--- src/hw/rtl/nmu_pkg.sv ---
`timescale 1ns / 1ps
// ----------------------------------------------------------------------------
// nmu_pkg: shared constants and functions of the nimber multiplier
// Small-field nim products and the constant multiplies that fold a high*high
// product back into the low half at each level of the field tower.
// ----------------------------------------------------------------------------
package nmu_pkg;

  localparam int WORD_BITS_DEFAULT = 64;
  localparam int LATENCY = 8;

  // Nim product in the 2-bit field.
  function automatic logic [1:0] nim2(input logic [1:0] a, input logic [1:0] b);
    nim2 = {(a[0] & b[1]) ^ (a[1] & b[0]) ^ (a[1] & b[1]),
            (a[0] & b[0]) ^ (a[1] & b[1])};
  endfunction

  // Multiply by 2 in the 2-bit field.
  function automatic logic [1:0] mulc2(input logic [1:0] x);
    mulc2 = {x[0] ^ x[1], x[1]};
  endfunction

  // Nim product in the 4-bit field, middle term by the Karatsuba form.
  function automatic logic [3:0] nim4(input logic [3:0] a, input logic [3:0] b);
    logic [1:0] hh, mm, ll;
    hh = nim2(a[3:2], b[3:2]);
    mm = nim2(a[3:2] ^ a[1:0], b[3:2] ^ b[1:0]);
    ll = nim2(a[1:0], b[1:0]);
    nim4 = {mm ^ ll, mulc2(hh) ^ ll};
  endfunction

  // Multiply by the top bit of the field, one function per width.
  function automatic logic [3:0] mulc4(input logic [3:0] x);
    logic [1:0] hh;
    hh = mulc2(x[3:2]);
    mulc4 = {hh ^ mulc2(x[1:0]), mulc2(hh)};
  endfunction

  function automatic logic [7:0] mulc8(input logic [7:0] x);
    logic [3:0] hh;
    hh = mulc4(x[7:4]);
    mulc8 = {hh ^ mulc4(x[3:0]), mulc4(hh)};
  endfunction

  function automatic logic [15:0] mulc16(input logic [15:0] x);
    logic [7:0] hh;
    hh = mulc8(x[15:8]);
    mulc16 = {hh ^ mulc8(x[7:0]), mulc8(hh)};
  endfunction

  function automatic logic [31:0] mulc32(input logic [31:0] x);
    logic [15:0] hh;
    hh = mulc16(x[31:16]);
    mulc32 = {hh ^ mulc16(x[15:0]), mulc16(hh)};
  endfunction

endpackage

--- src/hw/rtl/nimber_multiplier_64_unit.sv ---
`timescale 1ns / 1ps
// ----------------------------------------------------------------------------
// nimber_multiplier_64_unit: pipelined 64-bit nim multiplier
// Returns the nim product of two operands in the nimber field of order 2^64.
// ----------------------------------------------------------------------------
// Usage:
//   Drive multiplicand_a / multiplicand_b and raise start for one cycle per
//   item. An item is taken at every edge where start is high and busy is low;
//   busy is tied low, so one item enters every cycle.
//   The product shows on nim_product with done high for exactly one cycle
//   once the item has passed all stages. Results leave in accept order.
//   Throughput is one item per clock; the pipeline has eight stages:
//   three split levels (64->32->16->8), one 4-bit table level, and four
//   combine levels (8, 16, 32, 64 bits).
//   Each level uses the Karatsuba form: hi = mid ^ low, lo = high*2^(h-1)^low,
//   so a 64-bit product is built from 81 small 4-bit products.
//   The receiver cannot stall; done is a strobe and must be sampled.
//   Reset clears the valid pipe only; items in flight are dropped.
//   Operand bits at and above WORD_BITS are masked off; narrower widths sit
//   in a subfield, so the full 64-bit datapath gives the same product.
// ----------------------------------------------------------------------------
module nimber_multiplier_64_unit #(
  parameter int WORD_BITS = nmu_pkg::WORD_BITS_DEFAULT
) (
  input  logic        clk,
  input  logic        rst,
  input  logic        start,
  output logic        busy,
  input  logic [63:0] multiplicand_a,
  input  logic [63:0] multiplicand_b,
  output logic        done,
  output logic [63:0] nim_product
);
  import nmu_pkg::*;

  localparam logic [63:0] OP_MASK =
    (WORD_BITS >= 64) ? {64{1'b1}} : ((64'd1 << WORD_BITS) - 64'd1);

  logic [LATENCY-1:0] vld;
  logic [63:0] am, bm;

  // split levels
  logic [31:0] a1 [3];
  logic [31:0] b1 [3];
  logic [15:0] a2 [9];
  logic [15:0] b2 [9];
  logic [7:0]  a3 [27];
  logic [7:0]  b3 [27];
  // product levels
  logic [3:0]  p4 [81];
  logic [7:0]  p5 [27];
  logic [15:0] p6 [9];
  logic [31:0] p7 [3];
  logic [63:0] p8;

  assign busy = 1'b0;
  assign am = multiplicand_a & OP_MASK;
  assign bm = multiplicand_b & OP_MASK;

  // Advance valid bits alongside the data.
  always_ff @(posedge clk) begin
    if (rst) begin
      vld <= '0;
    end else begin
      vld <= {vld[LATENCY-2:0], start & ~busy};
    end
  end

  // Split: child 0 takes the high halves, child 1 their sums, child 2 the low.
  always_ff @(posedge clk) begin
    a1[0] <= am[63:32];
    a1[1] <= am[63:32] ^ am[31:0];
    a1[2] <= am[31:0];
    b1[0] <= bm[63:32];
    b1[1] <= bm[63:32] ^ bm[31:0];
    b1[2] <= bm[31:0];
    for (int p = 0; p < 3; p++) begin
      a2[3*p]   <= a1[p][31:16];
      a2[3*p+1] <= a1[p][31:16] ^ a1[p][15:0];
      a2[3*p+2] <= a1[p][15:0];
      b2[3*p]   <= b1[p][31:16];
      b2[3*p+1] <= b1[p][31:16] ^ b1[p][15:0];
      b2[3*p+2] <= b1[p][15:0];
    end
    for (int p = 0; p < 9; p++) begin
      a3[3*p]   <= a2[p][15:8];
      a3[3*p+1] <= a2[p][15:8] ^ a2[p][7:0];
      a3[3*p+2] <= a2[p][7:0];
      b3[3*p]   <= b2[p][15:8];
      b3[3*p+1] <= b2[p][15:8] ^ b2[p][7:0];
      b3[3*p+2] <= b2[p][7:0];
    end
    // Last split feeds the 4-bit products directly.
    for (int p = 0; p < 27; p++) begin
      p4[3*p]   <= nim4(a3[p][7:4], b3[p][7:4]);
      p4[3*p+1] <= nim4(a3[p][7:4] ^ a3[p][3:0], b3[p][7:4] ^ b3[p][3:0]);
      p4[3*p+2] <= nim4(a3[p][3:0], b3[p][3:0]);
    end
  end

  // Combine: hi = mid ^ low, lo = mulc(high) ^ low.
  always_ff @(posedge clk) begin
    for (int p = 0; p < 27; p++) begin
      p5[p] <= {p4[3*p+1] ^ p4[3*p+2], mulc4(p4[3*p]) ^ p4[3*p+2]};
    end
    for (int p = 0; p < 9; p++) begin
      p6[p] <= {p5[3*p+1] ^ p5[3*p+2], mulc8(p5[3*p]) ^ p5[3*p+2]};
    end
    for (int p = 0; p < 3; p++) begin
      p7[p] <= {p6[3*p+1] ^ p6[3*p+2], mulc16(p6[3*p]) ^ p6[3*p+2]};
    end
    p8 <= {p7[1] ^ p7[2], mulc32(p7[0]) ^ p7[2]};
  end

  assign done        = vld[LATENCY-1];
  assign nim_product = p8;

endmodule

--- config.mk ---
export PLATFORM = sky130hd
export DESIGN_NAME = nimber_multiplier_64_unit
export DESIGN_NICKNAME = d
export VERILOG_FILES = /design/src/hw/rtl/nmu_pkg.sv /design/src/hw/rtl/nimber_multiplier_64_unit.sv
export SDC_FILE = /design/constraint.sdc
export NUM_CORES = 2
export LEC_CHECK = 0
export BUFFER_PORTS_ARGS = -buffer_cell sky130_fd_sc_hd__buf_2
export CORE_MARGIN = 4
export CORE_UTILIZATION = 30
export CTS_CLUSTER_DIAMETER = 200
export DETAILED_ROUTE_END_ITERATION = 16
export MAX_ROUTING_LAYER = met4
export PLACE_DENSITY_LB_ADDON = 0.25
export REMOVE_ABC_BUFFERS = 1
export SYNTH_ARGS = -nofsm -noshare
export SYNTH_HDL_FRONTEND = slang
export SYNTH_SLANG_ARGS = --single-unit
export TNS_END_PERCENT = 100
--- constraint.sdc ---
create_clock -name clk -period 3.4 [get_ports clk]
set_clock_uncertainty 0.1 [all_clocks]
set_input_delay 0.68 -clock clk [delete_from_list [all_inputs] [get_ports clk]]
set_output_delay 0.68 -clock clk [all_outputs]
set_load 0.02 [all_outputs]
==> out/metrics.csv <==
metric,value,unit
worstPathCellList,xnor2_1 -> xor2_1 -> xnor2_1 -> xnor3_2 -> xnor3_1,
dr.pass1.iters,5,
track_usage,0.163,
hold_viol_final,0,
crit_slowest_cell,xnor2_1,
cp_common_cell,xnor2_1,
synth.avg_cell_area,11.1,sq um
power_leakage,30.4,nW
place_congestion,0.891,
cts.sinks,1764,
final_net_count,6560,
wl_per_cell,19.6,um
io_buffers,195,
ctsResizeCount,0,
wl,188000,um
layout-drive-gt1-share,0.0925,
clockRootBuffer,clkbuf_16,
cts_buffers,175,
rows,173,
ys_ff_latch,1764,
fillers,22000,
synth.distinct_cells,34,
grt_pass1_wl,267000,um
worst_slack,0.637,ns
via_per_inst,4.19,
grt_pass1_vias,39200,
ys_warn_count,0,
start_util,0.302,
cp.required,4.00,ns
grt.overflow.total,0,
r2r-start,p7[0][27],
drv_slew,0,
synthAdderAreaFrac,0,
synth_top_family_by_area,XOR/XNOR gates,
synth_compound_area_frac,0.0455,
grt_max_degree,17,
path_clk_slew,0.06,ns
fmax,362,MHz
remaining_drc_errors,0,
worstMarginPinSlew,0.997,ns
cts_setup_buffers,0,
hold_class,reg2reg,
maxCapViolCount,0,
core,0.222,sq mm
netlist_instances,6041,
outcome,"finished, final reports clean",
ant_nets,0,
crit_path_start_kind,flip-flop,
vias,40100,
drt_iter0_drc,2244,
path_max_fanout,6,
post-route-period-util,0.813,
dpl.hpwl,156000,um
min_to,a3[0][72],
synth-simple-area-share,0.0649,
crit_path_end_kind,flip-flop,
finalSetupViolCount,0,
ir_worst_vdd,0.00152,V
reg2reg_setup_slack,0.64,ns
rsz0062_at_grt,no,
ys_seq_area_frac,0.526,
antenna_found_initial,29,
cts.hold.buffers_added,131,
io_pins,197,
hp-start,a2[0][56],
max_slew_margin,0.333,
dieArea,0.231,sq mm
cts_htree_levels,4,
cts_tree,done,
crit_path_max_incr_delay,0.61,ns
p_per_area,1230,mW/mm^2
die_width,481,um
min_period,2.76,ns
clockBufferDepth,3,
die_y,481,um
crit_arrival,3.36,ns
synthXorXnorAreaFrac,0.335,
r2r-end,nim_product[3],
timing.setup.tns,0,ns
synthMuxAreaShare,0.0199,
final_util,0.354,
insertion_delay,0.85,ns
holdPathStages,0,
area_growth,17.4,%
syn_area,0.0671,sq mm
r2r_cells,5,
crit_type,reg2reg,
dp_slack,0.650,ns
## sequential cells by signal, indices dropped and copies added (netlist names)
register / flops
a3: 216
b3: 216
b2: 144
p4: 324
b1: 96
vld: 8
p7: 96
p6: 144
p5: 216
a1: 96
nim_product: 64
a2: 144
## critical path: cells and delay by family, from the launching register on
kind	cells	cell delay, ns
XOR/XNOR	5	2.13
flip-flops	1	0.43
## cells in the final DEF, fill, tap and decap left out, types with 3 or more instances in the layout
cell and count:
nor3_1 69, a22o_1 54, xnor3_1 12, clkinv_16 12, o21ai_0 104, buf_2 195
xnor2_1 1434, dfxtp_1 1764, nor3b_1 10, mux2i_1 10, nand3_1 25, a211oi_1 73
xnor2_2 6, and4_1 24, inv_6 7, mux2_2 110, o211ai_1 28, nand2b_1 131
clkbuf_8 32, clkinvlp_4 11, diode_2 16, nand2_1 311, xor2_2 3, inv_1 27
bufinv_16 12, clkbuf_1 29, o22ai_1 36, dlygate4sd3_1 131, clkinv_4 9, nor2b_1 36
a21oi_1 212, clkbuf_16 175, nor2_1 361, clkinv_2 30, xor2_1 1072
## cells by family after synthesis
group / after synthesis
flops: 1764
compound gates: 509
xor+xnor: 2532
mux: 120
other cells: 1
buf+inv: 143
simple gates: 972
## Yosys cell counts
master    number  area (sq um)
dfxtp_1     1764         35300
xnor2_1     1434         12600
xor2_1      1072          9390
nor2_1       361          1360
nand2_1      311          1170
a21oi_1      212          1060
nand2b_1     131           820
clkbuf_1     112           420
mux2_2       110          1240
o21ai_0      104           521
a211oi_1      73           548
nor3_1        69           345
a22o_1        54           473
nor2b_1       36           225
o22ai_1       36           225
o211ai_1      28           210
inv_1         27           101
nand3_1       25           125
and4_1        24           210
xnor3_1       12           270
mux2i_1       10           100
nor3b_1       10          75.1
xnor2_2        6          97.6
xor2_2         3          48.8
a211o_1        2          17.5
and2_1         2          12.5
buf_4          2          15.0
buf_6          2          22.5
nand3b_1       2          15.0
xnor2_4        2          55.1
xor3_1         2          47.6
conb_1         1          3.75
or4_1          1          7.51
xnor3_2        1          23.8
## worst max path at each step
stage               slack, ns  cells after the start         endpoint      start
CTS                      0.69                      5   nim_product[3]  p7[0][27]
floorplan                0.90                      5  nim_product[15]  p7[0][30]
detailed placement       0.65                      5   nim_product[3]  p7[0][27]
global placement         0.65                      5   nim_product[3]  p7[0][27]
global route             0.51                      5   nim_product[3]  p7[0][27]
finish                   0.64                      5   nim_product[3]  p7[0][27]
## layout make-up
type | instances | area [sq um] | area share
multi-input combinational | 4134 | 31200 | 0.397
tap | 2975 | 3720 | 0.0473
sequential | 1764 | 35300 | 0.448
clock inverter | 83 | 1130 | 0.0143
timing repair buffer | 327 | 2290 | 0.0291
clock buffer | 236 | 4930 | 0.0626
antenna | 16 | 40.0 | 0.000508
inverter | 27 | 101 | 0.00129
## per-stage QoR
step                      hold slack, ns  cells  area, sq um  total power (W)
final                              0.243   9562        78800           0.0971
after floorplan                    0.249   5925        66700           0.0655
after global routing               0.238   9548        78700            0.102
after CTS                          0.228   9546        78700           0.0981
after global placement             0.254   9096        71400           0.0779
after detailed placement           0.253   9096        71400           0.0781
## power by group
group / switching (W) / internal [W]
registers: 0.00628 / 0.0283
clock network: 0.00851 / 0.0113
logic: 0.0217 / 0.0210
## per-layer routing
layer	routed length (um)	part of all wire	vias up	global-route usage
li1	-	-	20100	-
met1	90100	0.48	18900	0.222
met2	82600	0.44	831	0.243
met3	7940	0.042	314	0.0232
met4	7230	0.038	0	0.0645
met5	0	0	-	-
Note: power is estimated with default switching activity, not from simulation.
